File: config.mk
export PLATFORM = sky130hd
export DESIGN_NAME = mxu_mem
export DESIGN_NICKNAME = d
export VERILOG_FILES = /design/src/rtl/mxu_pkg.sv /design/src/rtl/mxu_mem.sv
export SDC_FILE = /design/constraint.sdc
export NUM_CORES = 1
export LEC_CHECK = 0
export ABC_AREA = 1
export BUFFER_PORTS_ARGS = -buffer_cell sky130_fd_sc_hd__buf_2
export CORE_ASPECT_RATIO = 1.25
export CORE_MARGIN = 3
export CORE_UTILIZATION = 50
export DETAILED_ROUTE_END_ITERATION = 16
export PLACE_DENSITY_LB_ADDON = 0.08
export SYNTH_ARGS = -nofsm -noshare
export SYNTH_HDL_FRONTEND = slang
export SYNTH_SLANG_ARGS = --single-unit
File: constraint.sdc
create_clock -name clk -period 1 [get_ports clk]
set_input_delay 0.2 -clock clk [delete_from_list [all_inputs] [get_ports clk]]
set_output_delay 0.2 -clock clk [all_outputs]
set_load 0.05 [all_outputs]
File: src/rtl/mxu_pkg.sv
`timescale 1ns / 1ps

package mxu_pkg;

	localparam int DATA_W = 32;
	localparam int IDX_W  = 4;
	localparam int ELEMS  = 16;
	// four truncated products of at most 64 bits each, summed exactly
	localparam int ACC_W  = 2 * DATA_W + 2;

	// command codes
	localparam logic [2:0] CMD_LOAD_CUR = 3'd0;
	localparam logic [2:0] CMD_LOAD_OP  = 3'd1;
	localparam logic [2:0] CMD_MUL      = 3'd2;
	localparam logic [2:0] CMD_ADD      = 3'd3;
	localparam logic [2:0] CMD_SUB      = 3'd4;
	localparam logic [2:0] CMD_TRANS    = 3'd5;
	localparam logic [2:0] CMD_SCALE    = 3'd6;
	localparam logic [2:0] CMD_READ     = 3'd7;

	localparam logic [IDX_W-1:0] LAST_ELEM = IDX_W'(ELEMS - 1);

	// control word that travels with each read through the datapath
	typedef struct packed {
		logic             vld;
		logic [2:0]       op;
		logic             first;
		logic             last;
		logic [IDX_W-1:0] elem;
	} ctl_t;

	// finished element going back to the current matrix
	typedef struct packed {
		logic                     en;
		logic [IDX_W-1:0]         elem;
		logic signed [DATA_W-1:0] data;
	} wr_t;

	// one emitted item
	typedef struct packed {
		logic [IDX_W-1:0]         index;
		logic signed [DATA_W-1:0] value;
		logic                     last;
	} out_t;

	// clamp the wide accumulator to the signed 32-bit range
	function automatic logic signed [DATA_W-1:0] sat_acc(input logic signed [ACC_W-1:0] v);
		logic fits;
		fits = (v[ACC_W-1:DATA_W-1] == '0) || (v[ACC_W-1:DATA_W-1] == '1);
		if (fits) begin
			return v[DATA_W-1:0];
		end else if (v[ACC_W-1]) begin
			return {1'b1, {(DATA_W-1){1'b0}}};
		end else begin
			return {1'b0, {(DATA_W-1){1'b1}}};
		end
	endfunction

endpackage

File: src/rtl/mxu_mem.sv
`timescale 1ns / 1ps

module mxu_mem import mxu_pkg::*; #(
	parameter int FRAC_BITS = 16
) (
	input  logic                     clk,
	input  logic                     arst_n,
	// current matrix, two banks of sixteen, bank select in the top address bit
	input  logic                     cur_we,
	input  logic [IDX_W:0]           cur_waddr,
	input  logic signed [DATA_W-1:0] cur_wdata,
	input  logic                     vld_set,
	input  logic                     vld_all,
	input  logic [IDX_W:0]           cur_raddr,
	output logic signed [DATA_W-1:0] cur_rdata,
	// operand matrix
	input  logic                     op_we,
	input  logic [IDX_W-1:0]         op_waddr,
	input  logic signed [DATA_W-1:0] op_wdata,
	input  logic [IDX_W-1:0]         op_raddr,
	output logic signed [DATA_W-1:0] op_rdata
);

	localparam logic signed [DATA_W-1:0] ONE = DATA_W'(1) << FRAC_BITS;

	logic signed [DATA_W-1:0] cur_ram [2*ELEMS];
	logic signed [DATA_W-1:0] op_ram [ELEMS];
	logic signed [DATA_W-1:0] cur_rd_q;
	logic [ELEMS-1:0]         vld_q;
	logic                     vld_rd_q;
	logic [IDX_W-1:0]         idx_rd_q;
	logic signed [DATA_W-1:0] ident;

	// current matrix storage
	always_ff @(posedge clk) begin
		if (cur_we) begin
			cur_ram[cur_waddr] <= cur_wdata;
		end
		cur_rd_q <= cur_ram[cur_raddr];
		idx_rd_q <= cur_raddr[IDX_W-1:0];
	end

	// operand matrix storage
	always_ff @(posedge clk) begin
		if (op_we) begin
			op_ram[op_waddr] <= op_wdata;
		end
		op_rdata <= op_ram[op_raddr];
	end

	// per-element written flags, unwritten elements read as identity
	always_ff @(posedge clk or negedge arst_n) begin
		if (!arst_n) begin
			vld_q    <= '0;
			vld_rd_q <= 1'b0;
		end else begin
			if (vld_all) begin
				vld_q <= '1;
			end else if (vld_set) begin
				vld_q[cur_waddr[IDX_W-1:0]] <= 1'b1;
			end
			vld_rd_q <= vld_q[cur_raddr[IDX_W-1:0]];
		end
	end

	// identity element for the registered read position
	assign ident     = (idx_rd_q[3:2] == idx_rd_q[1:0]) ? ONE : '0;
	assign cur_rdata = vld_rd_q ? cur_rd_q : ident;

endmodule

==> metrics.md <==
| Metric | Value |
|---|---|
| Final WL | `about 180000 µm` |
| Final Wtd Congestion | `between 0.8 and 0.9` |
| Drt pass-1 iters | `6` |
| Fin util | `between 60 and 70%` |
| Die W | `between 300 and 400 µm` |
| Post-synthesis mux area share | `0%` |
| Area of the multi-input gates | `15400 µm²` |
| Number of flops mapped to enable cells by yosys | `1536` |
| Top-area cell type share of the netlist area | `~72%` |
| GRT Total Usage | `a little over a quarter` |
| Power per cell area | `about 1900 nW/µm²` |
| Layout overhead on the synthesized area | `23.8%` |
| Netlist Area Pre-Place | `64500 µm²` |
| Top delay family on crit path | `flip-flops` |
| I/O Buffers | `about 150` |
| Core Footprint | `between 100000 and 150000 µm²` |
| TritonCTS Buffers | `159` |
| Avg Vias per Cell | `~5.5` |
| CTS tree | `yes` |
| Least-Margin Pin Slew | `0.731 ns` |
| Distinct cells, synth | `22` |
| Pre-CTS setup slack | `-0.664 ns` |
| VDD IR max | `approximately 0.0016 V` |
| Syn Inst Count | `5370` |
| Final Slew Violations | `0` |
| Post-synth top area cell | `edfxtp_1` |
| Largest family of logic cells by synthesized area | `simple AND/OR/NAND/NOR gates` |
| Max stage delay on crit path | `approximately 0.55 ns` |
| Max Fclk | `between 400 and 500 MHz` |
| Die ar. | `approximately 130000 µm²` |
| H-tree depth reported by CTS | `4` |
| Crit-path cells | `buf_12 > nand2_4 > inv_4 > buf_12 > buf_12` |
| Final worst slack | `-1.10 ns` |
| Tot Pwr | `between 100000 and 150000 µW` |
| Required time of the critical path | `about 0.80 ns` |
| Post-Syn Nets | `about 5500` |
| Nets@finish | `slightly below 6000` |
| Outcome | `finished with violations` |
| Leakage Power | `between 0.03 and 0.04 µW` |
| Worst Setup Path Type | `reg2out` |
| Die height | `roughly 400 µm` |
| Hold Crit Class | `in2reg` |
| Post-Synth Adder-Cell Area | `0%` |
| Final HPWL DP | `around 110000 µm` |
| Register area share after synthesis | `~74%` |
| Final Cycle Share | `210%` |
| Synth Area in Simple Gates | `between 10% and 20%` |
| Initial core utilization | `approximately 51%` |
| Average wire per standard cell | `around 23 µm` |
| Root Driver | `clkbuf_16` |
| Overflow after GRT | `0` |
| Cell mode on critical path | `buf_12` |
| Cells after DPL | `roughly 7300` |
| Clk sink count | `approximately 1600` |
| Final ANT Viol Nets | `0` |
| Worst-Skew Late Latency | `0.78 ns` |
| CP Depth | `5` |
| Fillers | `~10000` |
| Ys async rst share | `between 1 and 1.5%` |
| Xor/xnor share of the synthesized area | `0.0272%` |
| Antenna violations before repair | `1` |
| Yosys reg bits | `approximately 1600` |
| Hold path cells | `1` |
| Final Hold Fails | `0` |
| RSZ-0062 raised after global routing | `true` |
| Layout cells sized above 1 | `~20%` |
| Worst slew margin | `51.2%` |
| Warnings from Yosys | `0` |
| Clock transition at the registers of the reported paths | `around 0.060 ns` |
| Vias in the first global route | `~42000` |
| Critical Path AT | `1.90 ns` |
| Max-cap violations | `0` |
| Compound-cell area share of the yosys netlist | `approximately 3.7%` |
| Syn avg cell area | `12.0 µm²` |
| CP Launch Type | `register` |
| Buffers & Inverters on Critical Path | `4` |
| Top-count cell post-synth | `nand2_1` |
| Worst-case hold slack | `around 0.032 ns` |
| Register Area | `48000 µm²` |
| Dominant cells by area after synthesis | `edfxtp_1 72%, nand2_1 9.6%, nand3_1 7.6%` |
| Drt first-iter violations | `about 3600` |
| Ports | `around 150` |
| Pin count of the biggest net entering global routing | `51` |
| Crit Path Max Fanout | `7` |
| Reg2reg path depth | `8` |
| Dominant synthesized flop cell | `edfxtp_1` |
| Site Rows | `between 100 and 150` |
| Layout Skew | `approximately 0.021 ns` |
| Slowest CP cell | `dfrtp_2` |
| First-pass GRT wire length | `between 200000 and 300000 µm` |
| Failing checks | `setup timing` |
| Post-synth top cells | `1657 x nand2_1, 1536 x edfxtp_1, 980 x nand3_1` |
| Period minus WS final | `between 2 and 2.5 ns` |
| DRC Markers | `0` |
| Clk buf depth | `3` |
| Via count | `42666` |
| Final Setup Violations | `92` |
| Layout Cells excl Fill | `slightly below 8000` |
| CP endpoint kind | `output port` |
final timing paths:
path,startpoint,slack [ns],endpoint
setup / recovery,vld_rd_q,-1.10,cur_rdata[12]
hold / removal,cur_wdata[30],0.03,cur_ram[26][30]
setup reg to reg,cur_ram[13][4],-0.09,cur_rd_q[4]
hold reg to reg,vld_q[2],0.47,vld_q[2]
max in group asynchronous,arst_n,0.27,vld_rd_q
min in group asynchronous,arst_n,0.42,vld_q[9]
report_power, final:
group / total [µW] / internal [µW] / switching (µW)
Combinational: 12500 / 4480 / 8050
Sequential: 76100 / 75600 / 546
Clock: 60900 / 35600 / 25200
Total: 149000 / 116000 / 33800
cell type report:
type,instances,area share [%]
flip-flops and latches,1621,60.1
multi-input cells,3102,19.3
inverters,315,1.59
diodes,1,0.00314
clock inverters,74,1.04
clock buffers,221,5.60
repair buffers,662,9.68
well taps,1702,2.67
repair_timing:
item                                   4_1_cts  5_1_grt
pin swaps                                  175      252
hold buffers                                76        0
buffers inserted                             0        1
resized for setup                          238      212
setup endpoints to repair                   99      125
endpoints found under the hold margin     1524        0
flip-flops by register name (all words and copies together), names as in the netlist:
signal    count
cur_ram    1024
cur_rd_q     32
idx_rd_q      4
op_ram      512
op_rdata     32
vld_q        16
vld_rd_q      1
through the flow:
stage	area, µm²	setup TNS (ns)
floorplan	65100	-806.73
global placement	72200	-834.58
detailed placement	72200	-853.49
CTS	79000	-52.52
global route	79800	-55.24
finish	79800	-48.95
metal layers:
layer  vias up  GRT usage [%]  wire length (µm)
li1      19780              -                 -
met1     21134           34.3             71300
met2      1413           46.5             91300
met3       339           3.47              9410
met4         0           9.21              5700
met5         -              0                 0
cells in the final DEF, fill, tap and decap left out, drive strengths merged:
cell type	instances
edfxtp	1536
a211o	8
o211ai	129
bufinv	17
a21oi	135
nor3	12
nand3	980
xor2	2
diode	1
o31ai	1
clkbuf	222
inv	313
nor2	43
dfxtp	68
nand2	1657
o21ai	135
clkinv	49
clkinvlp	10
dfrtp	17
buf	585
dlygate4sd3	76
cell families after synthesis:
group / Yosys count
and+or+nand+nor: 2692
xor gates and xnor gates: 2
buffers and inverters: 647
AOI/OAI and AO/OA: 408
DFF: 1621
(Power assumes the default switching activity.)
