[config.mk]
export PLATFORM = sky130hd
export DESIGN_NAME = mxu_ofifo
export DESIGN_NICKNAME = d
export VERILOG_FILES = /design/src/rtl/mxu_pkg.sv /design/src/rtl/mxu_ofifo.sv
export SDC_FILE = /design/constraint.sdc
export NUM_CORES = 1
export LEC_CHECK = 0
export BUFFER_PORTS_ARGS = -buffer_cell sky130_fd_sc_hd__buf_2
export CAP_MARGIN = 20
export CORE_MARGIN = 2
export CORE_UTILIZATION = 50
export DETAILED_ROUTE_END_ITERATION = 6
export PLACE_DENSITY = 0.77
export SYNTH_ARGS = -nofsm -noshare
export SYNTH_HDL_FRONTEND = slang
export SYNTH_SLANG_ARGS = --single-unit
[constraint.sdc]
create_clock -name clk -period 4.15 [get_ports clk]
set_clock_uncertainty 0.2 [all_clocks]
set_input_delay 0.83 -clock clk [delete_from_list [all_inputs] [get_ports clk]]
set_output_delay 0.83 -clock clk [all_outputs]
set_load 0.01 [all_outputs]
[src/rtl/mxu_pkg.sv]
`timescale 1ns / 1ps

package mxu_pkg;

	localparam int DATA_W = 32;
	localparam int IDX_W  = 4;
	localparam int ELEMS  = 16;
	// four truncated products of at most 64 bits each, summed exactly
	localparam int ACC_W  = 2 * DATA_W + 2;

	// command codes
	localparam logic [2:0] CMD_LOAD_CUR = 3'd0;
	localparam logic [2:0] CMD_LOAD_OP  = 3'd1;
	localparam logic [2:0] CMD_MUL      = 3'd2;
	localparam logic [2:0] CMD_ADD      = 3'd3;
	localparam logic [2:0] CMD_SUB      = 3'd4;
	localparam logic [2:0] CMD_TRANS    = 3'd5;
	localparam logic [2:0] CMD_SCALE    = 3'd6;
	localparam logic [2:0] CMD_READ     = 3'd7;

	localparam logic [IDX_W-1:0] LAST_ELEM = IDX_W'(ELEMS - 1);

	// control word that travels with each read through the datapath
	typedef struct packed {
		logic             vld;
		logic [2:0]       op;
		logic             first;
		logic             last;
		logic [IDX_W-1:0] elem;
	} ctl_t;

	// finished element going back to the current matrix
	typedef struct packed {
		logic                     en;
		logic [IDX_W-1:0]         elem;
		logic signed [DATA_W-1:0] data;
	} wr_t;

	// one emitted item
	typedef struct packed {
		logic [IDX_W-1:0]         index;
		logic signed [DATA_W-1:0] value;
		logic                     last;
	} out_t;

	// clamp the wide accumulator to the signed 32-bit range
	function automatic logic signed [DATA_W-1:0] sat_acc(input logic signed [ACC_W-1:0] v);
		logic fits;
		fits = (v[ACC_W-1:DATA_W-1] == '0) || (v[ACC_W-1:DATA_W-1] == '1);
		if (fits) begin
			return v[DATA_W-1:0];
		end else if (v[ACC_W-1]) begin
			return {1'b1, {(DATA_W-1){1'b0}}};
		end else begin
			return {1'b0, {(DATA_W-1){1'b1}}};
		end
	endfunction

endpackage

[src/rtl/mxu_ofifo.sv]
`timescale 1ns / 1ps

module mxu_ofifo import mxu_pkg::*; (
	input  logic       clk,
	input  logic       arst_n,
	input  logic       push,
	input  out_t       push_data,
	output logic [1:0] count,
	output logic       out_valid,
	input  logic       out_ready,
	output out_t       out_data
);

	out_t       ent_q [2];
	logic       wr_ptr_q;
	logic       rd_ptr_q;
	logic [1:0] cnt_q;
	logic       pop;

	assign pop       = out_valid && out_ready;
	assign out_valid = (cnt_q != 2'd0);
	assign out_data  = ent_q[rd_ptr_q];
	assign count     = cnt_q;

	// entry storage
	always_ff @(posedge clk) begin
		if (push) begin
			ent_q[wr_ptr_q] <= push_data;
		end
	end

	// pointers and fill count
	always_ff @(posedge clk or negedge arst_n) begin
		if (!arst_n) begin
			wr_ptr_q <= 1'b0;
			rd_ptr_q <= 1'b0;
			cnt_q    <= 2'd0;
		end else begin
			if (push) begin
				wr_ptr_q <= ~wr_ptr_q;
			end
			if (pop) begin
				rd_ptr_q <= ~rd_ptr_q;
			end
			if (push && !pop) begin
				cnt_q <= cnt_q + 2'd1;
			end else if (pop && !push) begin
				cnt_q <= cnt_q - 2'd1;
			end
		end
	end

endmodule

==> summary.log <==
INFO  critical_path  critPathTopFamily=flip-flops
INFO  synthesis      ys_seq_elements=78
INFO  place          post-dp-hpwl=2710um
INFO  timing         fin_worst_hold_slack=87.5ps
INFO  clock_network  inserted_clock_buffers=9
INFO  critical_path  worstSetupStartpoint=rd_ptr_q
INFO  timing         setup_repair_after_global_routing_missed_its_margin=no
INFO  critical_path  timing.critical_path.cells=mux2_2 > buf_2
INFO  clock_network  cts.clk_slew.worst_paths=70ps
INFO  detailed_routing drt_first_pass_iters=4
INFO  floorplanning  design.die.area=6500um^2
INFO  detailed_routing detail_route.drc_violations=0
INFO  clock_network  post_cts_buffers=0
INFO  place          globalplace.congestion=0.684
INFO  timing         setup-tns-final=0ps
INFO  timing         layout_min_cycle_time=2990ps
INFO  critical_path  worstSetupPathDepth=2
INFO  grt            first_pass_grt_wire_length=6310um
INFO  critical_path  timing.critical_path.from_type=flop
INFO  hold_path      worst_hold_path_type=input port to asynchronous set/reset pin
INFO  clock_network  clkSinkCount=78
INFO  power_and_ir_drop static-leakage-power=1.40nW
INFO  critical_path  worst_setup_path_endpoint=out_data[32]
INFO  detailed_routing vias=1413
INFO  detailed_routing avgRoutedWirePerCell=14.7um
INFO  synthesis      post_synth_num_cell_types=14
INFO  grt            grt_remaining_overflow=0
INFO  critical_path  rrSetupSlack=2290ps
INFO  detailed_routing antenna_left=0
INFO  timing         timing_hold_violations_final=0
INFO  layout         antennaDiodeCount=0
INFO  critical_path  r2r-start=wr_ptr_q
INFO  synthesis      post_synth_inst_count=130
INFO  synthesis      syn_area_cell=22.6um^2
INFO  critical_path  crit-reg2reg-capture=ent_q[0][7]
INFO  timing         slew_headroom=0.294
INFO  critical_path  timing.reg2reg.worst_path_depth=1
INFO  synthesis      yosysSeqAreaShare=0.791
INFO  floorplanning  die_x=80.6um
INFO  layout         final_nets=259
INFO  layout         final_core_util=0.636
INFO  timing         worst-slew-pin-transition=1060ps
INFO  clock_network  tritoncts=built
INFO  timing         timing.final.crit_share=0.720
INFO  critical_path  cp_slowest_stage_delay=1050ps
INFO  clock_network  htree_num_levels=3
INFO  layout         area_growth=20.8%
INFO  critical_path  critical_path.slowest_cell=sky130_fd_sc_hd__dfrtp_2
INFO  grt            grtUsageTotal=0.137
INFO  critical_path  critical_path_peak_fanout=38
INFO  detailed_routing routed_via_density=4.82
INFO  timing         timing.final.max_slew_violations=0
INFO  synthesis      post_synth_design_cell_area=2940um^2
INFO  layout         final_layout_size_suffix_gt1_frac=0.588
INFO  critical_path  worst-path-buf-inv=1
INFO  flow_run       drv_cap=0
INFO  synthesis      synthesized_netlist_net_count=172
INFO  power_and_ir_drop power.density=643nW/um^2
INFO  clock_network  cts_repair_resize_count=0
INFO  clock_network  clk_root_buffer_cell=sky130_fd_sc_hd__clkbuf_8
INFO  grt            grt_max_degree=39
INFO  floorplanning  initial_utilization=0.527
INFO  grt            grt_pass1_vias=1436
INFO  outcome        status=completed
INFO  critical_path  crit_arrival=1960ps
INFO  detailed_routing first_iter_violations=44
INFO  grt            antenna_found_initial=0
INFO  timing         final-setup-viol-count=0
INFO  floorplanning  floorplan.rows=27
INFO  floorplanning  num_io_pins=81
INFO  critical_path  critical_path_class=flop to output pin
INFO  place          port-buffer-count=80
INFO  floorplanning  die_h=80.6um
INFO  timing         maximum_clock_frequency=335MHz
INFO  floorplanning  coreArea=5570um^2
INFO  synthesis      yosysWarningCount=0
INFO  clock_network  deepest_clock_path_buffer_count=2
INFO  critical_path  worst_ep_required_time=3120ps
INFO  detailed_routing routed_wl=4310um
INFO  power_and_ir_drop ir_drop=0.384mV
INFO  critical_path  cp-end-kind=output pin
INFO  clock_network  ctsHoldBuffers=0
INFO  clock_network  clock_insertion_delay_worst_skew=330ps
==> flip-flops by register name, indices dropped and copies added, names as in the netlist <==
name and count:
ent_q 74, count 2, wr_ptr_q 1, rd_ptr_q 1
==> area by class of cell <==
| cell class | count | area (um^2) |
|---|---|---|
| Tap cell | 72 | 90.1 |
| Clock buffer | 12 | 135 |
| Sequential cell | 78 | 2320 |
| Fill cell | 397 | 2030 |
| Multi-Input combinational cell | 48 | 583 |
| Clock inverter | 3 | 12.5 |
| Timing Repair Buffer | 80 | 400 |
==> per-stage QoR <==
| step | power [W] | setup WS [ps] | instances | instance area, um^2 |
|---|---|---|---|---|
| detailed placement | 0.00187 | 1490 | 278 | 3400 |
| global route | 0.00239 | 1050 | 293 | 3540 |
| floorplan | 0.00164 | 1020 | 130 | 2940 |
| CTS | 0.00231 | 1110 | 293 | 3540 |
| finish | 0.00228 | 1160 | 293 | 3540 |
| global placement | 0.00185 | 1470 | 278 | 3400 |
==> cells in the mapped netlist <==
library cell               instances  share of area
sky130_fd_sc_hd__and2_1            1         0.0021
sky130_fd_sc_hd__buf_2             1         0.0017
sky130_fd_sc_hd__buf_6             3          0.012
sky130_fd_sc_hd__dfrtp_1           4          0.034
sky130_fd_sc_hd__edfxtp_1         74           0.76
sky130_fd_sc_hd__ha_1              1         0.0043
sky130_fd_sc_hd__mux2_2           17          0.065
sky130_fd_sc_hd__mux2_4           20           0.10
sky130_fd_sc_hd__nand2_1           1         0.0013
sky130_fd_sc_hd__nor2_1            1         0.0013
sky130_fd_sc_hd__nor2b_1           1         0.0021
sky130_fd_sc_hd__or2_1             1         0.0021
sky130_fd_sc_hd__xnor2_1           2         0.0060
sky130_fd_sc_hd__xor2_1            3         0.0090
==> worst min path at each step <==
stage | start | to | slack [ps] | cells after the start
6_report | arst_n | count[1] | 90 | 1
5_1_grt | arst_n | count[1] | 70 | 1
4_1_cts | arst_n | count[1] | 80 | 1
3_5_place_dp | count[1] | count[1] | 280 | 1
3_3_place_gp | count[1] | count[1] | 270 | 1
2_1_floorplan | wr_ptr_q | wr_ptr_q | 260 | 1
==> power by group <==
part | switching [W] | leakage (nW) | internal, W
registers | 0.000132 | 0.740 | 0.00105
logic | 0.000282 | 0.588 | 0.000371
clock network | 0.000236 | 0.0753 | 0.000210
==> layout by cell type, fill, tap and decap left out <==
master,n
sky130_fd_sc_hd__clkinv_2,1
sky130_fd_sc_hd__mux2_4,20
sky130_fd_sc_hd__dfrtp_2,1
sky130_fd_sc_hd__or2_1,1
sky130_fd_sc_hd__mux2_2,17
sky130_fd_sc_hd__xnor2_1,2
sky130_fd_sc_hd__edfxtp_1,74
sky130_fd_sc_hd__clkinv_1,2
sky130_fd_sc_hd__nand2_1,1
sky130_fd_sc_hd__clkbuf_8,9
sky130_fd_sc_hd__and2_2,1
sky130_fd_sc_hd__buf_2,80
sky130_fd_sc_hd__nor2_1,1
sky130_fd_sc_hd__dfrtp_1,3
sky130_fd_sc_hd__nor2b_4,1
sky130_fd_sc_hd__ha_1,1
sky130_fd_sc_hd__clkbuf_1,3
sky130_fd_sc_hd__xor2_1,3
==> kinds of logic after synthesis <==
family,Yosys count,share of synthesized area
DFF,78,0.791
muxes,37,0.168
adders and majority gates,1,0.00426
xor gates and xnor gates,5,0.0149
and+or+nand+nor,5,0.00895
buffers and inverters,4,0.0132
==> layer usage <==
metal | routed length [um] | up-vias | track usage | share of wire
met5 | 0 | - | 0 | 0
met4 | 80 | 0 | 0.0797 | 0.019
met1 | 1800 | 672 | 0.153 | 0.42
li1 | - | 678 | - | -
met2 | 2130 | 52 | 0.218 | 0.49
met3 | 304 | 11 | 0.0607 | 0.070
(Power assumes the default switching activity.)
