--- src/rtl/mxu_pkg.sv ---
`timescale 1ns / 1ps

package mxu_pkg;

	localparam int DATA_W = 32;
	localparam int IDX_W  = 4;
	localparam int ELEMS  = 16;
	// four truncated products of at most 64 bits each, summed exactly
	localparam int ACC_W  = 2 * DATA_W + 2;

	// command codes
	localparam logic [2:0] CMD_LOAD_CUR = 3'd0;
	localparam logic [2:0] CMD_LOAD_OP  = 3'd1;
	localparam logic [2:0] CMD_MUL      = 3'd2;
	localparam logic [2:0] CMD_ADD      = 3'd3;
	localparam logic [2:0] CMD_SUB      = 3'd4;
	localparam logic [2:0] CMD_TRANS    = 3'd5;
	localparam logic [2:0] CMD_SCALE    = 3'd6;
	localparam logic [2:0] CMD_READ     = 3'd7;

	localparam logic [IDX_W-1:0] LAST_ELEM = IDX_W'(ELEMS - 1);

	// control word that travels with each read through the datapath
	typedef struct packed {
		logic             vld;
		logic [2:0]       op;
		logic             first;
		logic             last;
		logic [IDX_W-1:0] elem;
	} ctl_t;

	// finished element going back to the current matrix
	typedef struct packed {
		logic                     en;
		logic [IDX_W-1:0]         elem;
		logic signed [DATA_W-1:0] data;
	} wr_t;

	// one emitted item
	typedef struct packed {
		logic [IDX_W-1:0]         index;
		logic signed [DATA_W-1:0] value;
		logic                     last;
	} out_t;

	// clamp the wide accumulator to the signed 32-bit range
	function automatic logic signed [DATA_W-1:0] sat_acc(input logic signed [ACC_W-1:0] v);
		logic fits;
		fits = (v[ACC_W-1:DATA_W-1] == '0) || (v[ACC_W-1:DATA_W-1] == '1);
		if (fits) begin
			return v[DATA_W-1:0];
		end else if (v[ACC_W-1]) begin
			return {1'b1, {(DATA_W-1){1'b0}}};
		end else begin
			return {1'b0, {(DATA_W-1){1'b1}}};
		end
	endfunction

endpackage

--- src/rtl/mxu_dp.sv ---
`timescale 1ns / 1ps

module mxu_dp import mxu_pkg::*; #(
	parameter int FRAC_BITS = 16
) (
	input  logic                     clk,
	input  logic                     arst_n,
	input  ctl_t                     ctl_s1,
	input  logic signed [DATA_W-1:0] cur_rdata,
	input  logic signed [DATA_W-1:0] op_rdata,
	input  logic signed [DATA_W-1:0] scalar,
	output wr_t                      wr
);

	logic signed [DATA_W-1:0]   b_sel;
	logic signed [2*DATA_W-1:0] prod;
	logic signed [2*DATA_W-1:0] prod_sh;
	logic signed [ACC_W-1:0]    term;
	logic signed [ACC_W-1:0]    term_s2;
	logic signed [ACC_W-1:0]    acc_s3;
	ctl_t                       ctl_s2;
	ctl_t                       ctl_s3;

	// second factor is the operand element for multiply, the scalar for scale
	assign b_sel   = (ctl_s1.op == CMD_MUL) ? op_rdata : scalar;
	assign prod    = cur_rdata * b_sel;
	assign prod_sh = prod >>> FRAC_BITS;

	// per-element term: truncated product, sum, difference or plain copy
	always_comb begin
		case (ctl_s1.op)
			CMD_MUL, CMD_SCALE: term = {{(ACC_W-2*DATA_W){prod_sh[2*DATA_W-1]}}, prod_sh};
			CMD_ADD:            term = ACC_W'(cur_rdata) + ACC_W'(op_rdata);
			CMD_SUB:            term = ACC_W'(cur_rdata) - ACC_W'(op_rdata);
			default:            term = ACC_W'(cur_rdata);
		endcase
	end

	// stage 2: term register
	always_ff @(posedge clk) begin
		term_s2 <= term;
	end

	// stage 3: accumulate the dot product
	always_ff @(posedge clk) begin
		if (ctl_s2.vld) begin
			acc_s3 <= ctl_s2.first ? term_s2 : acc_s3 + term_s2;
		end
	end

	// control pipeline
	always_ff @(posedge clk or negedge arst_n) begin
		if (!arst_n) begin
			ctl_s2 <= '0;
			ctl_s3 <= '0;
		end else begin
			ctl_s2 <= ctl_s1;
			ctl_s3 <= ctl_s2;
		end
	end

	// saturate and hand back for write into the spare bank
	assign wr.en   = ctl_s3.vld && ctl_s3.last;
	assign wr.elem = ctl_s3.elem;
	assign wr.data = sat_acc(acc_s3);

endmodule

--- config.mk ---
export PLATFORM = sky130hd
export DESIGN_NAME = mxu_dp
export DESIGN_NICKNAME = d
export VERILOG_FILES = /design/src/rtl/mxu_pkg.sv /design/src/rtl/mxu_dp.sv
export SDC_FILE = /design/constraint.sdc
export NUM_CORES = 2
export LEC_CHECK = 0
export ABC_CLOCK_PERIOD_IN_PS = 8700
export BUFFER_PORTS_ARGS = -buffer_cell sky130_fd_sc_hd__clkbuf_2
export CAP_MARGIN = 10
export CORE_MARGIN = 10
export CORE_UTILIZATION = 60
export CTS_BUF_LIST = sky130_fd_sc_hd__clkbuf_8
export CTS_CLUSTER_SIZE = 16
export DETAILED_ROUTE_END_ITERATION = 10
export HOLD_SLACK_MARGIN = 0.06
export PLACE_DENSITY = 0.87
export SYNTH_ARGS = -nofsm -noshare
export SYNTH_HDL_FRONTEND = slang
export SYNTH_SLANG_ARGS = --single-unit
--- constraint.sdc ---
create_clock -name clk -period 8.7 [get_ports clk]
set_input_delay 0.87 -clock clk [delete_from_list [all_inputs] [get_ports clk]]
set_output_delay 0.87 -clock clk [all_outputs]
set_load 0.01 [all_outputs]
==> results.txt <==
The number of enable flip-flop cells after synthesis was 66. The clock skew after layout was 19.85 ps. The clock-pin slew on the worst setup and hold paths is 70 ps. Timing would allow up to 115.4 MHz. For this block, the routed nets add up to 153400 µm of wire. The run gives 0.04850 mm² as the area of the mapped netlist. Setup violations remaining at the end of the flow were counted as 0. The clock root buffer master is sky130_fd_sc_hd__clkbuf_8. Cell area reported after detailed placement: 0.05297 mm². The tools report the worst hold slack across all endpoints as 262.0 ps. By area the synthesized netlist is led by sky130_fd_sc_hd__fa_1, sky130_fd_sc_hd__ha_1, sky130_fd_sc_hd__inv_1, sky130_fd_sc_hd__nand2_1, sky130_fd_sc_hd__edfxtp_1. The clock net sink count came out at 127. The run gives 145 as the total I/O pin count. The share of final-layout standard cells stronger than drive strength 1 is 12.30%. Dominant synthesized flop cell: sky130_fd_sc_hd__edfxtp_1.

Each instance of the synthesized netlist takes up on average 8.957 µm². The logs give 5415 for the number of cells produced by synthesis and 8970 ps for the arrival time reported for the critical path endpoint. Ranked by instance count, the synthesized netlist is headed by sky130_fd_sc_hd__fa_1, sky130_fd_sc_hd__inv_1, sky130_fd_sc_hd__nand2_1.

The count of endpoints failing hold in the final timing report was 0. The most numerous cell type found on the critical path is sky130_fd_sc_hd__fa_1. The worst register-to-register path has a depth of 11. Overall track demand over capacity in global routing: 33.05%.

The class of the tightest hold or removal check was input pin to async pin. The count of nets after finishing came out at 7193. The flow ran to the end, and the final reports show no timing, DRC or antenna violations.

The remaining global-route overflow was 0. Of the synthesized area, sequential elements account for 6.738%. The first-pass GRT wire length came out at 242700 µm. The floorplan step set the die height to 304.3 µm. The later pin in the worst-skew pair is clocked with a latency of 490 ps.

Counting distinct cell types in the post-synthesis netlist gives 92. Post-synthesis cell type with the largest combined area: sky130_fd_sc_hd__fa_1. The cell type of the slowest stage on the worst timing path is sky130_fd_sc_hd__fa_1.

Of all nets on the critical path, the largest fanout is 16. The synthesized design devotes to its leading area cell type 44.74% of total area. After synthesis, the share of flip-flops with an asynchronous set or reset is 10.24%.

Counting the buffers created by CTS gives 17. Of the available clock period, the critical path in the final layout requires 99.63%. The number of DRC markers in iteration 0 is 3811, and the routed wirelength normalized by instance count is 22.66 µm. In this design, the stage delay of the slowest critical-path cell is 570 ps. The number of nets in the synthesized netlist is 6916. Setup repair after global routing could not meet its margin everywhere. The worst relative slew slack was 30.88%; the number of max-slew violations in the final report was 0.

The total of warnings raised by yosys is 0. The maximum level of the CTS H-tree is 4, and the total number of vias is 41140. TritonCTS built the clock tree. The worst setup path is of the input pin to flip-flop kind. The starting density of the core came out at 60.41%.

The run gives 76 as the largest net degree at the start of global routing. Detailed placement ended at an HPWL of 126800 µm. Before antenna repair, the detailed router went through 8 iterations. The tools report the post-route DRC violation count as 0. Data on the critical path is required at its endpoint by 9000 ps. The run gives 0 as the final antenna-violating net count. The run gives 104 as the number of placement rows. The number of antenna violations at the first check in global routing was 8; the area inside the core boundary was 0.08029 mm². Once placement completed, the tool counted placed cells totaling 6724. STA classifies the critical path endpoint as a flip-flop. At the pin with the least slew margin, the transition time is 1037 ps.

The worst path in the final design needs a cycle of 8668 ps, including I/O delays and setup. The die is 304.3 µm wide. Number of global-route vias before repair: 45440. The type of element launching the critical path is an input pin. The area growth from synthesis to layout is 10.60%. Leaving out filler cells and counting taps, the final layout contains 6770. After clock tree synthesis, the flow added hold-fix buffers numbering 0.

After routing the design area is 0.05364 mm². The number of maximum-capacitance constraint violations was 0; the flop and latch count out of synthesis was 127. The logs give 0.09261 mm² for the floorplan die area and 2 for the maximum clock insertion buffer count. The most frequent cell after synthesis was sky130_fd_sc_hd__fa_1. The routability-driven placement congestion ratio was 0.9965.

The number of input and output port buffers inserted works out to 144. Via density per instance: 6.077.
## flip-flops by register name, indices dropped and copies added (netlist names)
signal   count
ctl_s2       7
ctl_s3       2
wr           4
term_s2     48
acc_s3      66
## placed cells by master, fill, tap and decap left out, types with 32 or more instances in the layout
master	instances
sky130_fd_sc_hd__fa_1	1078
sky130_fd_sc_hd__inv_1	1017
sky130_fd_sc_hd__nand2_1	652
sky130_fd_sc_hd__buf_4	387
sky130_fd_sc_hd__and2_1	311
sky130_fd_sc_hd__ha_1	304
sky130_fd_sc_hd__nor2b_1	225
sky130_fd_sc_hd__a21oi_1	199
sky130_fd_sc_hd__nor2_1	177
sky130_fd_sc_hd__o21ai_0	166
sky130_fd_sc_hd__clkbuf_2	144
sky130_fd_sc_hd__a21o_1	92
sky130_fd_sc_hd__xnor2_1	92
sky130_fd_sc_hd__edfxtp_1	66
sky130_fd_sc_hd__xor2_1	49
sky130_fd_sc_hd__dfxtp_1	48
sky130_fd_sc_hd__nand4_1	46
sky130_fd_sc_hd__nand3_1	42
sky130_fd_sc_hd__nor3_1	42
sky130_fd_sc_hd__nand2b_1	38
sky130_fd_sc_hd__o21bai_1	32
## cell families (layout without fill, tap and decap cells)
logic type / count (synthesis) / count (layout) / share of synthesized area [%]
multiplexers: 41 / 43 / 0.9132
adder cells (fa/ha/maj): 1393 / 1393 / 52.71
flip-flops: 127 / 127 / 6.738
buffers and inverters: 1324 / 1612 / 10.31
XOR/XNOR: 141 / 141 / 2.546
AND/OR/NAND/NOR: 1633 / 1633 / 16.70
other: 0 / 5 / 0
AO/OA/AOI/OAI: 756 / 756 / 10.08
## layout make-up
cell class                 count  area [µm²]
inverter                    1019        3829
antenna                        5       12.51
timing repair buffer         561        4213
clock buffer                  21       289.0
clock inverter                11       87.58
fill                        5968       26640
multi-input combinational   3966       40620
sequential                   127        3271
tap                         1060        1326
## metrics by stage
step	setup slack, ps	setup TNS [ps]	util [%]
2_1_floorplan	-137.1	-304.7	-
6_report	32.43	0	66.81
3_5_place_dp	-508.7	-9427	65.98
3_3_place_gp	-302.8	-4126	65.98
4_1_cts	2.956	0	66.46
5_1_grt	-163.6	-749.6	66.81
## final timing paths
path	start	to	slack, ps
setup / recovery	ctl_s1[8]	term_s2[45]$_DFF_P_	30
hold / removal	arst_n	ctl_s3[9]$_DFF_PN0_	260
setup reg to reg	term_s2[64]$_DFF_P_	acc_s3[64]$_DFFE_PP_	4710
hold reg to reg	ctl_s2[0]$_DFF_PN0_	wr[32]$_DFF_PN0_	350
max in group asynchronous	arst_n	ctl_s2[5]$_DFF_PN0_	8180
min in group clk	ctl_s2[0]$_DFF_PN0_	wr[32]$_DFF_PN0_	350
## critical path: cells and delay by family
| family | cells | cell delay [ps] |
|---|---|---|
| compound gates | 6 | 1200 |
| xor+xnor | 1 | 150 |
| fa+ha+maj | 9 | 4490 |
| buf+inv | 5 | 750 |
| mux | 1 | 530 |
| simple gates | 5 | 950 |
## layer usage
layer	track usage, %	vias to the layer above	share of wire [%]
met1	38.82	20370	35
met4	22.97	2	8.1
met2	52.91	2635	46
met3	8.310	813	11
met5	0	-	0.0091
li1	-	17320	-
## repair_timing
action | in CTS | in global routing
cloned | 0 | 2
resized for setup | 3 | 37
setup endpoints to repair | 1 | 23
pin swaps | 1 | 7
buffers inserted | 0 | 6
Power is not shown: default switching activity piles up to over one toggle a cycle in this logic, so the estimate is an artifact.
